File: src/hdl/upi_pkg.sv
// ----------------------------------------------------------------------------
// upi_pkg - shared types and constants of the unicycle pose integrator
// Holds the sequencer states, register indexes, fixed-point constants and
// the CORDIC arctangent table.
// ----------------------------------------------------------------------------
`default_nettype none

package upi_pkg;

  // sequencer states
  typedef enum logic [1:0] {
    ST_IDLE,
    ST_CALC,
    ST_MUL,
    ST_DONE
  } state_t;

  // configuration register indexes
  typedef enum logic [1:0] {
    CFG_START_X       = 2'd0,
    CFG_START_Y       = 2'd1,
    CFG_START_HEADING = 2'd2,
    CFG_UNUSED        = 2'd3
  } cfg_idx_t;

  // widths of the datapath
  localparam int unsigned DIV_W = 34;  // divider numerator / quotient
  localparam int unsigned COR_W = 34;  // cordic vector and angle
  localparam int unsigned MAG_W = 24;  // magnitude of the distance step
  localparam int unsigned PRD_W = MAG_W + COR_W + 1;

  // fixed-point constants
  localparam int unsigned MAX_STEPS   = 24;
  localparam logic [31:0] CORDIC_GAIN = 32'd652032874;
  localparam logic [18:0] HEAD_SCALE2 = 19'd333772;  // twice 65536/(2*pi)/4096 in Q16

  // arctangent of 2^-i, angle units of 2^32 per turn
  function automatic logic [31:0] atan_val(input logic [4:0] idx);
    logic [31:0] v;
    unique case (idx)
      5'd0:  v = 32'd536870912;
      5'd1:  v = 32'd316933406;
      5'd2:  v = 32'd167458907;
      5'd3:  v = 32'd85004756;
      5'd4:  v = 32'd42667331;
      5'd5:  v = 32'd21354465;
      5'd6:  v = 32'd10679838;
      5'd7:  v = 32'd5340245;
      5'd8:  v = 32'd2670163;
      5'd9:  v = 32'd1335087;
      5'd10: v = 32'd667544;
      5'd11: v = 32'd333772;
      5'd12: v = 32'd166886;
      5'd13: v = 32'd83443;
      5'd14: v = 32'd41722;
      5'd15: v = 32'd20861;
      5'd16: v = 32'd10430;
      5'd17: v = 32'd5215;
      5'd18: v = 32'd2608;
      5'd19: v = 32'd1304;
      5'd20: v = 32'd652;
      5'd21: v = 32'd326;
      5'd22: v = 32'd163;
      5'd23: v = 32'd81;
      default: v = 32'd0;
    endcase
    return v;
  endfunction

endpackage

`default_nettype wire

File: src/hdl/unicycle_pose_integrator.sv
// A tick without a new command goes from idle straight to the done state; a
//   commanded tick runs a 34-bit serial division, then a 24-bit serial multiply;
//   the cordic runs beside the division.
// Ticks are taken one at a time; the next transfer is taken in the cycle after the
//   result is stored.
// Reset: synchronous active-low; pose and held command clear to zero.
// ----------------------------------------------------------------------------
// unicycle_pose_integrator - forward Euler odometry for a unicycle model
// Stores a velocity command and advances x, y, heading on commanded ticks only.
// ----------------------------------------------------------------------------
`default_nettype none

module unicycle_pose_integrator import upi_pkg::*; #(
  parameter int unsigned TICK_RATE_HZ = 20,
  parameter int unsigned CORDIC_STEPS = 16
) (
  input  wire logic               clk,
  input  wire logic               rst_n,
  // input channel
  input  wire logic               in_valid,
  output logic                    in_stall,
  input  wire logic               in_new_command,
  input  wire logic signed [15:0] in_linear_speed,
  input  wire logic signed [15:0] in_angular_speed,
  // result channel
  output logic                    out_valid,
  input  wire logic               out_stall,
  output logic signed [31:0]      out_pose_x,
  output logic signed [31:0]      out_pose_y,
  output logic [15:0]             out_pose_heading,
  output logic signed [15:0]      out_echo_linear,
  output logic signed [15:0]      out_echo_angular,
  // configuration
  input  wire logic               cfg_valid,
  output logic                    cfg_ready,
  input  wire logic [1:0]         cfg_index,
  input  wire logic [31:0]        cfg_data
);

  localparam int unsigned RATE = (TICK_RATE_HZ < 1) ? 1 : TICK_RATE_HZ;
  localparam logic [DIV_W-1:0] DEN_D = DIV_W'(2 * RATE);
  localparam logic [DIV_W-1:0] DEN_H = DIV_W'(64'(2 * RATE) * 64'd65536);
  localparam logic [DIV_W-1:0] BIAS_D = DIV_W'(RATE);
  localparam logic [DIV_W-1:0] BIAS_H = DIV_W'(64'(RATE) * 64'd65536);

  state_t state_r, state_nxt;

  logic signed [31:0] pos_x_r, pos_y_r;
  logic [15:0]        heading_r;
  logic signed [15:0] held_lin_r, held_ang_r;
  logic               neg_v_r, neg_w_r, cmd_r;
  logic               out_valid_r;
  logic signed [31:0] out_x_r, out_y_r;
  logic [15:0]        out_h_r;
  logic signed [15:0] out_lin_r, out_ang_r;

  logic               in_xfer, slot_free, go_calc, go_mul, finish;
  logic [15:0]        mag_v, mag_w;
  logic [DIV_W-1:0]   num_d, num_h, quo_d, quo_h;
  logic               busy_dd, busy_dh, busy_cor, busy_mx, busy_my;
  logic signed [COR_W-1:0] cos_v, sin_v;
  logic signed [PRD_W-1:0] prod_x, prod_y, sprod_x, sprod_y;
  logic signed [63:0] rnd_x, rnd_y;
  logic signed [31:0] new_x, new_y;
  logic [15:0]        dh, new_h;

  assign in_xfer   = in_valid && !in_stall;
  assign slot_free = !out_valid_r || !out_stall;

  // operand magnitudes and rounding numerators
  always_comb begin
    mag_v = in_linear_speed[15] ? 16'(-in_linear_speed) : 16'(in_linear_speed);
    mag_w = in_angular_speed[15] ? 16'(-in_angular_speed) : 16'(in_angular_speed);
    num_d = DIV_W'({mag_v, 9'b0}) + BIAS_D;
    num_h = DIV_W'(DIV_W'(mag_w) * DIV_W'(HEAD_SCALE2)) + BIAS_H;
  end

  // next state
  always_comb begin
    state_nxt = state_r;
    unique case (state_r)
      ST_IDLE: if (in_xfer) state_nxt = in_new_command ? ST_CALC : ST_DONE;
      ST_CALC: if (!busy_dd && !busy_dh && !busy_cor) state_nxt = ST_MUL;
      ST_MUL:  if (!busy_mx && !busy_my) state_nxt = ST_DONE;
      ST_DONE: if (slot_free) state_nxt = ST_IDLE;
      default: state_nxt = ST_IDLE;
    endcase
  end

  // sequencer outputs
  always_comb begin
    in_stall = 1'b1;
    go_calc  = 1'b0;
    go_mul   = 1'b0;
    finish   = 1'b0;
    unique case (state_r)
      ST_IDLE: begin
        in_stall = 1'b0;
        go_calc  = in_valid && in_new_command;
      end
      ST_CALC: go_mul = !busy_dd && !busy_dh && !busy_cor;
      ST_MUL:  ;
      ST_DONE: finish = slot_free;
      default: ;
    endcase
  end

  upi_div u_div_d (
    .clk, .rst_n, .start(go_calc), .num(num_d), .den(DEN_D), .busy(busy_dd), .quo(quo_d)
  );

  upi_div u_div_h (
    .clk, .rst_n, .start(go_calc), .num(num_h), .den(DEN_H), .busy(busy_dh), .quo(quo_h)
  );

  upi_cordic #(.STEPS(CORDIC_STEPS)) u_cordic (
    .clk, .rst_n, .start(go_calc), .heading(heading_r), .busy(busy_cor),
    .cos_o(cos_v), .sin_o(sin_v)
  );

  upi_mul u_mul_x (
    .clk, .rst_n, .start(go_mul), .mag(quo_d[MAG_W-1:0]), .mcand(cos_v),
    .busy(busy_mx), .prod(prod_x)
  );

  upi_mul u_mul_y (
    .clk, .rst_n, .start(go_mul), .mag(quo_d[MAG_W-1:0]), .mcand(sin_v),
    .busy(busy_my), .prod(prod_y)
  );

  // signed displacement, rounded and scaled back to Q16.16
  always_comb begin
    sprod_x = neg_v_r ? -prod_x : prod_x;
    sprod_y = neg_v_r ? -prod_y : prod_y;
    rnd_x   = 64'(sprod_x) + 64'sd536870912;
    rnd_y   = 64'(sprod_y) + 64'sd536870912;
    dh      = neg_w_r ? 16'(-quo_h[15:0]) : quo_h[15:0];
    new_x   = cmd_r ? (pos_x_r + rnd_x[61:30]) : pos_x_r;
    new_y   = cmd_r ? (pos_y_r + rnd_y[61:30]) : pos_y_r;
    new_h   = cmd_r ? (heading_r + dh) : heading_r;
  end

  // state register
  always_ff @(posedge clk) begin
    if (!rst_n) begin
      state_r <= ST_IDLE;
    end else begin
      state_r <= state_nxt;
    end
  end

  // pose and held command
  always_ff @(posedge clk) begin
    if (!rst_n) begin
      pos_x_r    <= '0;
      pos_y_r    <= '0;
      heading_r  <= '0;
      held_lin_r <= '0;
      held_ang_r <= '0;
      cmd_r      <= 1'b0;
      neg_v_r    <= 1'b0;
      neg_w_r    <= 1'b0;
    end else begin
      if (cfg_valid && cfg_ready) begin
        unique case (cfg_idx_t'(cfg_index))
          CFG_START_X:       pos_x_r   <= cfg_data;
          CFG_START_Y:       pos_y_r   <= cfg_data;
          CFG_START_HEADING: heading_r <= cfg_data[15:0];
          CFG_UNUSED:        ;
          default:           ;
        endcase
      end
      if (in_xfer) begin
        cmd_r <= in_new_command;
        if (in_new_command) begin
          held_lin_r <= in_linear_speed;
          held_ang_r <= in_angular_speed;
          neg_v_r    <= in_linear_speed[15];
          neg_w_r    <= in_angular_speed[15];
        end
      end
      if (finish) begin
        pos_x_r   <= new_x;
        pos_y_r   <= new_y;
        heading_r <= new_h;
      end
    end
  end

  // output register
  always_ff @(posedge clk) begin
    if (!rst_n) begin
      out_valid_r <= 1'b0;
    end else if (finish) begin
      out_valid_r <= 1'b1;
    end else if (!out_stall) begin
      out_valid_r <= 1'b0;
    end
  end

  always_ff @(posedge clk) begin
    if (finish) begin
      out_x_r   <= new_x;
      out_y_r   <= new_y;
      out_h_r   <= new_h;
      out_lin_r <= held_lin_r;
      out_ang_r <= held_ang_r;
    end
  end

  assign cfg_ready        = 1'b1;
  assign out_valid        = out_valid_r;
  assign out_pose_x       = out_x_r;
  assign out_pose_y       = out_y_r;
  assign out_pose_heading = out_h_r;
  assign out_echo_linear  = out_lin_r;
  assign out_echo_angular = out_ang_r;

  // checks
  a_stall_busy: assert property (@(posedge clk) disable iff (!rst_n)
    (state_r != ST_IDLE) |-> in_stall)
    else $error("input taken while a tick is in work");

  a_mul_after_div: assert property (@(posedge clk) disable iff (!rst_n)
    (state_r == ST_MUL) |-> (!busy_dd && !busy_dh && !busy_cor))
    else $error("multiply running before division and cordic finished");

  a_xfer_leaves_idle: assert property (@(posedge clk) disable iff (!rst_n)
    in_xfer |=> (state_r != ST_IDLE))
    else $error("sequencer did not leave idle after a transfer");

  a_finish_valid: assert property (@(posedge clk) disable iff (!rst_n)
    finish |=> out_valid_r)
    else $error("finished tick not presented on the result channel");

endmodule

`default_nettype wire

File: src/hdl/upi_div.sv
// ----------------------------------------------------------------------------
// upi_div - radix-2 restoring divider
// One quotient bit per cycle, numerator shifted in from the top.
// ----------------------------------------------------------------------------
`default_nettype none

module upi_div import upi_pkg::*; (
  input  wire logic             clk,
  input  wire logic             rst_n,
  input  wire logic             start,
  input  wire logic [DIV_W-1:0] num,
  input  wire logic [DIV_W-1:0] den,
  output logic                  busy,
  output logic [DIV_W-1:0]      quo
);

  localparam int unsigned CW = $clog2(DIV_W + 1);

  logic [DIV_W:0]   rem_r, rem_nxt;
  logic [DIV_W-1:0] quo_r, quo_nxt;
  logic [DIV_W-1:0] den_r;
  logic [CW-1:0]    cnt_r;
  logic             busy_r;
  logic [DIV_W:0]   trial;
  logic             qbit;

  // trial subtract of one step
  always_comb begin
    trial   = {rem_r[DIV_W-1:0], quo_r[DIV_W-1]};
    qbit    = (trial >= {1'b0, den_r});
    rem_nxt = qbit ? (trial - {1'b0, den_r}) : trial;
    quo_nxt = {quo_r[DIV_W-2:0], qbit};
  end

  // control
  always_ff @(posedge clk) begin
    if (!rst_n) begin
      busy_r <= 1'b0;
      cnt_r  <= '0;
    end else if (start) begin
      busy_r <= 1'b1;
      cnt_r  <= CW'(DIV_W);
    end else if (busy_r) begin
      cnt_r <= cnt_r - 1'b1;
      if (cnt_r == CW'(1)) begin
        busy_r <= 1'b0;
      end
    end
  end

  // datapath
  always_ff @(posedge clk) begin
    if (start) begin
      rem_r <= '0;
      quo_r <= num;
      den_r <= den;
    end else if (busy_r) begin
      rem_r <= rem_nxt;
      quo_r <= quo_nxt;
    end
  end

  assign busy = busy_r;
  assign quo  = quo_r;

endmodule

`default_nettype wire

File: src/hdl/upi_cordic.sv
// ----------------------------------------------------------------------------
// upi_cordic - iterative rotation-mode cordic
// Folds the heading into the right half plane, then runs one micro-rotation
// per cycle; gives cosine and sine in Q1.30.
// ----------------------------------------------------------------------------
`default_nettype none

module upi_cordic import upi_pkg::*; #(
  parameter int unsigned STEPS = 16
) (
  input  wire logic                    clk,
  input  wire logic                    rst_n,
  input  wire logic                    start,
  input  wire logic [15:0]             heading,
  output logic                         busy,
  output logic signed [COR_W-1:0]      cos_o,
  output logic signed [COR_W-1:0]      sin_o
);

  localparam int unsigned NSTEP = (STEPS > MAX_STEPS) ? MAX_STEPS : STEPS;

  logic signed [COR_W-1:0] x_r, y_r, z_r;
  logic signed [COR_W-1:0] x_sh, y_sh, atan_s;
  logic [4:0]              i_r;
  logic                    busy_r, neg_r;
  logic                    fold;
  logic [15:0]             h_fold;

  // fold into -90..+90 degrees
  assign fold   = (heading >= 16'h4000) && (heading < 16'hC000);
  assign h_fold = fold ? (heading ^ 16'h8000) : heading;

  // shifted terms of one micro-rotation
  always_comb begin
    x_sh   = x_r >>> i_r;
    y_sh   = y_r >>> i_r;
    atan_s = COR_W'(atan_val(i_r));
  end

  // control
  always_ff @(posedge clk) begin
    if (!rst_n) begin
      busy_r <= 1'b0;
      i_r    <= '0;
    end else if (start) begin
      busy_r <= 1'b1;
      i_r    <= '0;
    end else if (busy_r) begin
      i_r <= i_r + 1'b1;
      if (i_r == 5'(NSTEP - 1)) begin
        busy_r <= 1'b0;
      end
    end
  end

  // vector and angle registers
  always_ff @(posedge clk) begin
    if (start) begin
      x_r   <= COR_W'(CORDIC_GAIN);
      y_r   <= '0;
      z_r   <= COR_W'($signed({h_fold, 16'h0000}));
      neg_r <= fold;
    end else if (busy_r) begin
      if (!z_r[COR_W-1]) begin
        x_r <= x_r - y_sh;
        y_r <= y_r + x_sh;
        z_r <= z_r - atan_s;
      end else begin
        x_r <= x_r + y_sh;
        y_r <= y_r - x_sh;
        z_r <= z_r + atan_s;
      end
    end
  end

  assign busy  = busy_r;
  assign cos_o = neg_r ? -x_r : x_r;
  assign sin_o = neg_r ? -y_r : y_r;

endmodule

`default_nettype wire

File: src/hdl/upi_mul.sv
// ----------------------------------------------------------------------------
// upi_mul - bit-serial shift-add multiplier
// Unsigned magnitude times signed multiplicand, one magnitude bit per cycle,
// most significant bit first.
// ----------------------------------------------------------------------------
`default_nettype none

module upi_mul import upi_pkg::*; (
  input  wire logic                    clk,
  input  wire logic                    rst_n,
  input  wire logic                    start,
  input  wire logic [MAG_W-1:0]        mag,
  input  wire logic signed [COR_W-1:0] mcand,
  output logic                         busy,
  output logic signed [PRD_W-1:0]      prod
);

  localparam int unsigned CW = $clog2(MAG_W + 1);

  logic [MAG_W-1:0]        mag_r;
  logic signed [COR_W-1:0] mc_r;
  logic signed [PRD_W-1:0] acc_r;
  logic [CW-1:0]           cnt_r;
  logic                    busy_r;

  // control
  always_ff @(posedge clk) begin
    if (!rst_n) begin
      busy_r <= 1'b0;
      cnt_r  <= '0;
    end else if (start) begin
      busy_r <= 1'b1;
      cnt_r  <= CW'(MAG_W);
    end else if (busy_r) begin
      cnt_r <= cnt_r - 1'b1;
      if (cnt_r == CW'(1)) begin
        busy_r <= 1'b0;
      end
    end
  end

  // accumulate: acc = 2*acc + bit*mcand
  always_ff @(posedge clk) begin
    if (start) begin
      mag_r <= mag;
      mc_r  <= mcand;
      acc_r <= '0;
    end else if (busy_r) begin
      mag_r <= {mag_r[MAG_W-2:0], 1'b0};
      acc_r <= (acc_r <<< 1) + (mag_r[MAG_W-1] ? PRD_W'(mc_r) : '0);
    end
  end

  assign busy = busy_r;
  assign prod = acc_r;

endmodule

`default_nettype wire
File: config.mk
export PLATFORM = sky130hd
export DESIGN_NAME = unicycle_pose_integrator
export DESIGN_NICKNAME = d
export VERILOG_FILES = /design/src/hdl/upi_pkg.sv /design/src/hdl/unicycle_pose_integrator.sv /design/src/hdl/upi_div.sv /design/src/hdl/upi_cordic.sv /design/src/hdl/upi_mul.sv
export SDC_FILE = /design/constraint.sdc
export NUM_CORES = 2
export LEC_CHECK = 0
export BUFFER_PORTS_ARGS = -buffer_cell sky130_fd_sc_hd__buf_2
export CORE_ASPECT_RATIO = 0.9
export CORE_UTILIZATION = 55
export CTS_BUF_LIST = sky130_fd_sc_hd__clkbuf_2
export DETAILED_ROUTE_END_ITERATION = 6
export PLACE_DENSITY_LB_ADDON = 0.2
export SLEW_MARGIN = 10
export SYNTH_ARGS = -nofsm -noshare
export SYNTH_HDL_FRONTEND = slang
export SYNTH_SLANG_ARGS = --single-unit
File: constraint.sdc
create_clock -name clk -period 21 [get_ports clk]
set_clock_uncertainty 0.05 [all_clocks]
set_input_delay 3.15 -clock clk [delete_from_list [all_inputs] [get_ports clk]]
set_output_delay 3.15 -clock clk [all_outputs]
set_load 0.03 [all_outputs]
**Word level (Yosys, flattened, before mapping)**

Memories as Yosys holds them, arrays and structs flattened. A register that Yosys moved wholly into a read port is not among the register bits.
Cells that the tools add are included.

- Register bits after elaboration: 735
- ROM bits: 960
- Input bits: 72
- Output and inout port bits: 115
- Logic and storage cells: 204
- Memories: 1

- $add $sub $neg: 29
- $mul: 1
- $lt $le $gt $ge: 4
- Equal/unequal tests: 15
- Shift-type cells: 2
- Mux-type cells: 74
- Bitwise operators: 2
- Reductions and logical operators: 32

Memory list:

| name | words | width | rd ports | clocked after Yosys merged registers in | wr ports | RTL line | text |
|---|---|---|---|---|---|---|---|
| (name not given) | 32 | 30 | 1 | 1 | 0 | upi_pkg.sv:40 | `unique case (idx)` |

Operators by type and width:

| operator | count |
|---|---|
| $mux 34 | 13 |
| $mux 32 | 8 |
| $mux 59 | 4 |
| $mux 16 | 8 |
| $add 59x31->60 const B | 2 |
| $add 59x59->59 | 2 |
| $neg 59->59 | 2 |
| $mux 24 | 4 |
| $add 34x34->34 | 2 |
| $neg 34->34 | 2 |
| $sshr 34x5->34 | 2 |
| $sub 34x34->34 | 2 |
| $add 32x32->32 | 2 |
| $neg 16->16 | 3 |
| $ge 35x22->1 const B | 1 |
| $ge 35x6->1 const B | 1 |
| $add 34x21->34 const B | 1 |
| $add 34x33->34 | 1 |
| $sub 34x22->34 const B | 1 |
| $sub 34x33->34 | 1 |
| $sub 34x6->34 const B | 1 |
| $mul 16x17->32 const B | 1 |
| $mux 5 | 6 |
| $add 25x5->26 const B | 1 |
| 26 further kinds | 88 |

**Depth between registers and ports, before layout**

- Depth after elaboration: 6
- Depth in mapped cells: 34
- Depth with buffers taken out: 34

**Cells and area by module**

Synthesis repeated with hierarchy kept, for this count alone.

- Cells, all modules: 7763
- Area total of the unflattened synthesis: 69113.8 µm²

By module, submodules not included:

| module | times used | cells an instance | area each (µm²) | sequential area each (µm²) |
|---|---|---|---|---|
| unicycle_pose_integrator | 1 | 2351 | 21788.4 | 5685.5 |
| upi_cordic | 1 | 2331 | 18489.0 | 2972.9 |
| upi_div | 2 | 632 | 6282.3 | 2862.7 |
| upi_mul (u_mul_x) | 1 | 930 | 8204.1 | 3042.9 |
| upi_mul (u_mul_y) | 1 | 887 | 8067.7 | 3042.9 |

**Worst setup path after synthesis**

No wires, ideal clock.

- Path type: input to register
- From: in in_angular_speed[0]
- To: reg u_div_h.quo_r[33], in the netlist u_div_h.quo[33] (data pin)
- Library setup time: 266 ps
- Arrival time: 10336 ps
- Required time: 20684 ps
- Setup slack: 10348 ps
- Stages on the path: 30
- Path buffers: 0
- Cell sequence: inv_1 -> ha_1 -> nand2_1 -> or3_1 -> nand2_1 -> xor2_1 -> inv_1 -> fa_1 -> fa_1 -> fa_1 -> fa_1 -> inv_1 -> fa_1 -> inv_1 -> fa_1 -> inv_1 -> ha_1 -> a21oi_1 -> o211ai_1 -> nor4_1 -> o21ai_0 -> nor2_1 -> o21bai_1 -> xnor2_1 -> nor3b_1 -> and4_1 -> nand3_1 -> nor3_1 -> xnor2_1 -> o21ai_0

- Word-level cells in the longest chain between the ends: 5

Ends and longest elaborated chain:

| what | RTL line | text |
|---|---|---|
| from (decl) | unicycle_pose_integrator.sv:24 | `input wire logic signed [15:0] in_angular_speed,` |
| $neg 16->16 | unicycle_pose_integrator.sv:73 | `mag_w = in_angular_speed[15] ? 16'(-in_angular_speed) : 16'(in_angular_speed);` |
| $mux 16 * | unicycle_pose_integrator.sv:73 |  |
| $mul 16x17->32 * | unicycle_pose_integrator.sv:75 | `num_h = DIV_W'(DIV_W'(mag_w) * DIV_W'(HEAD_SCALE2)) + BIAS_H;` |
| $add 34x21->34 * | unicycle_pose_integrator.sv:75 |  |
| $mux 34 * | upi_div.sv:53 | `if (start) begin` |
| to (signal assigned) | upi_div.sv:55 | `quo_r <= num;` |
| to (signal assigned) | upi_div.sv:59 | `quo_r <= quo_nxt;` |
| to (decl) | upi_div.sv:20 | `logic [DIV_W-1:0] quo_r, quo_nxt;` |

Mark *: on every way between the ends. The rest lies on a longest branch, timed or not.
A chain may end at the register's enable or synchronous reset.

**Final worst setup path**

Ends and elaborated chain as after synthesis.

==> impl_metrics.yaml <==
outcome:
  outcome: "completed"
final_layout:
  stdcell_area_sq_um: 64200
  nets: 7587
  final_core_util_pct: 58.71
  mostFrequentLayoutCells: "nand2_1, nor2_1, a21oi_1, ha_1, dfxtp_1"
  layout_commonest_cell: "nand2_1"
  final_layout_size_suffix_gt1_share_pct: 11.32
  syn_to_final_growth_pct: 5.837
place:
  place_area_sq_um: 62310
  hpwl_mm: 122.5
  gp_congestion: 1.029
  port_buffers: 185
yosys:
  syn_avg_cell_area_sq_um: 8.832
  syn_nets: 7495
  ys_types: 105
  synthArstFlopShare_pct: 0
  synth-edff-count: 315
  yosysWarnings: 0
  yosysSeqAreaShare_pct: 30.38
  synth_cells: 6868
  synth_seq_cells: 763
  synth_area_sq_um: 60660
  ys.flop_type: "dfxtp_1"
setup_path:
  crit_arrival_ns: 11.89
  cpLargestDelayFamily: "adder cells"
  worst_path_largest_cell_delay_ns: 0.71
  crit_top_cell: "fa_1"
  cp-end-kind: "flop"
  worst_setup_path_start_kind: "primary input"
  cp_slowest_cell: "fa_1"
  required_ns: 22.25
  path_class: "primary input to flop"
  worst-path-buf-inv: 6
  critPathMaxFanout: 12
global_routing:
  grt.met3_usage_pct: 5.567
  use_met2_pct: 44.41
  use_met1_pct: 41.18
  grt-ovfl-total: 0
  grt_max_degree: 102
  grt_pass1_vias: 48110
  grt_use_total_pct: 29.16
  grt_busiest_layer: "met2"
  grt_pass1_wl_mm: 263.0
  antenna_found_initial: 5
timing:
  hold_violations: 0
  relSlewSlack_pct: 24.93
  finalCriticalPeriod_ns: 10.64
  setup_tns_ns: 0
  clock.fmax_ghz: 0.09399
  slew_viol_final: 0
  rsz0062_at_grt: "false"
  setup_viol: 0
  fin_crit_sh_pct: 50.66
  worst_slew_pin_slew_ns: 1.125
die:
  rows: 115
  die_h_microns: 317.1
  start_util_pct: 55.47
  core_sq_um: 109400
  dieArea_sq_um: 111600
  die_w_microns: 352.1
  io_pins: 187
clocking:
  cts.sinks: 763
  path_clk_slew_ns: 0.10
  cts_buffers: 199
  worstSkewPairLatency_ns: 1.62
  cts_root_buffer: "clkbuf_2"
  clock_path_buffers: 3
  ctsHoldBuffers: 0
  cts_setup_buffers: 0
  cts.htree.levels: 4
  cts_tree: "built"
  cts_resized: 0
drt:
  wire_per_inst_microns: 19.36
  dr.first_iter.drc_count: 4262
  ant_nets: 0
  firstDrtPassIters: 6
  wl_mm: 166.4
  avgViaCountPerCell: 6.004
  drc: 0
  num_vias: 51620
worst_hold_path:
  hold_class: "flop to flop"
power_and_ir_drop:
  ir_worst_vdd_uv: 341.0
  p_leak_nw: 27.49
  powerDensity_nw_per_um2: 179.3
run:
  cap_violations: 0
-- worst register-to-register path, cell delays in order (launching register included) --
cell	delay [ns]
dfxtp_4	0.90
buf_4	0.76
mux4_2	0.63
inv_1	0.13
mux2_2	0.27
o21ai_0	0.30
nand2_1	0.17
o21ai_0	0.17
nor4_1	0.49
nor2_1	0.10
xor2_1	0.17
ha_1	0.38
a21oi_1	0.16
o21ai_0	0.10
a211oi_1	0.55
o21ai_0	0.49
a2111oi_0	0.77
o21ai_0	0.21
a41o_1	0.30
nand2_1	0.11
o21a_1	0.16
o21ai_0	0.12
mux2_2	0.30
xnor2_1	0.14
nor2_1	0.05
-- worst paths after layout --
check / start / to / slack (ns) / cells past startpoint
max: in_angular_speed[0] / u_div_h.quo[33] / 10.36 / 31
min: held_ang_r[10] / out_echo_angular[10] / 0.35 / 0
max reg2reg: u_cordic.i_r[0] / u_cordic.y_r[33] / 12.90 / 24
min reg2reg: held_ang_r[10] / out_echo_angular[10] / 0.35 / 0
-- synth_stat cells, types with 14 or more instances --
cell | count | area (sq um)
or2_2 | 24 | 150.1
a311oi_1 | 20 | 175.2
nand4_1 | 42 | 262.8
nand2b_1 | 67 | 419.2
fa_1 | 92 | 1842
mux4_1 | 20 | 525.5
nor2b_1 | 53 | 331.6
o31ai_1 | 63 | 473.0
o21ai_0 | 353 | 1767
xnor2_1 | 432 | 3784
clkbuf_1 | 271 | 1017
o21bai_1 | 50 | 375.4
mux2_2 | 91 | 1025
xor2_1 | 226 | 1979
nor4_1 | 51 | 319.1
dfxtp_1 | 448 | 8969
nand2_1 | 718 | 2695
o22ai_1 | 40 | 250.2
a21boi_0 | 17 | 127.6
buf_4 | 14 | 105.1
a211oi_1 | 100 | 750.7
o41ai_1 | 24 | 210.2
nor2_1 | 644 | 2417
a31oi_1 | 59 | 369.1
o211ai_1 | 27 | 202.7
ha_1 | 463 | 5793
a211o_1 | 18 | 157.7
mux2i_1 | 255 | 2552
or3_1 | 66 | 412.9
o21a_1 | 55 | 412.9
a21oi_1 | 550 | 2753
edfxtp_1 | 315 | 9459
buf_6 | 14 | 157.7
and3_1 | 61 | 381.6
or4_1 | 22 | 165.2
and2_1 | 107 | 669.4
mux4_2 | 73 | 1644
buf_1 | 30 | 112.6
inv_1 | 288 | 1081
a21o_1 | 166 | 1246
nor3_1 | 105 | 525.5
nand3_1 | 98 | 490.5
-- layout make-up --
class,instances,area (sq um)
clock inverter,87,460.4
tap,1462,1829
clock buffer,284,1421
multi-input combinational,5457,39530
timing repair buffer,244,1369
inverter,295,1127
antenna,5,12.51
fill,9919,45150
sequential,763,18450
-- routing by layer --
| layer | share of wire (%) | up-vias | wire [microns] |
|---|---|---|---|
| li1 | - | 24980 | - |
| met1 | 46 | 24540 | 76820 |
| met2 | 43 | 1799 | 71920 |
| met3 | 7.7 | 294 | 12770 |
| met4 | 3.0 | 2 | 4912 |
| met5 | 0.0078 | - | 13 |
-- metrics by stage --
| stage | hold slack [ns] | power, W | worst slack (ns) | cells |
|---|---|---|---|---|
| finish | 0.3462 | 0.01151 | 10.36 | 8597 |
| floorplan | 0.3581 | 0.008657 | 10.35 | 6868 |
| global placement | 0.3601 | 0.01015 | 9.025 | 8221 |
| CTS | 0.3457 | 0.01148 | 10.72 | 8592 |
| detailed placement | 0.3661 | 0.01034 | 8.866 | 8221 |
| global route | 0.3490 | 0.01259 | 9.934 | 8596 |
-- where the power goes --
part	leakage, nW	switching (W)	internal, W
clock network	1.41	0.000683	0.000395
logic	19.4	0.00457	0.00326
registers	6.64	0.000499	0.00211
-- kinds of logic (layout without fill, tap and decap cells) --
group | after synthesis | after routing | share of synthesized area, %
buffers and inverters | 648 | 910 | 4.505
adder cells (fa/ha/maj) | 555 | 555 | 12.59
multiplexers | 441 | 441 | 9.521
XOR/XNOR | 658 | 658 | 9.500
AND/OR/NAND/NOR | 2123 | 2123 | 16.15
AO/OA/AOI/OAI | 1679 | 1679 | 17.35
flip-flops | 763 | 763 | 30.38
other | 1 | 6 | 0.006182
Note: power is estimated with default switching activity, not from simulation.
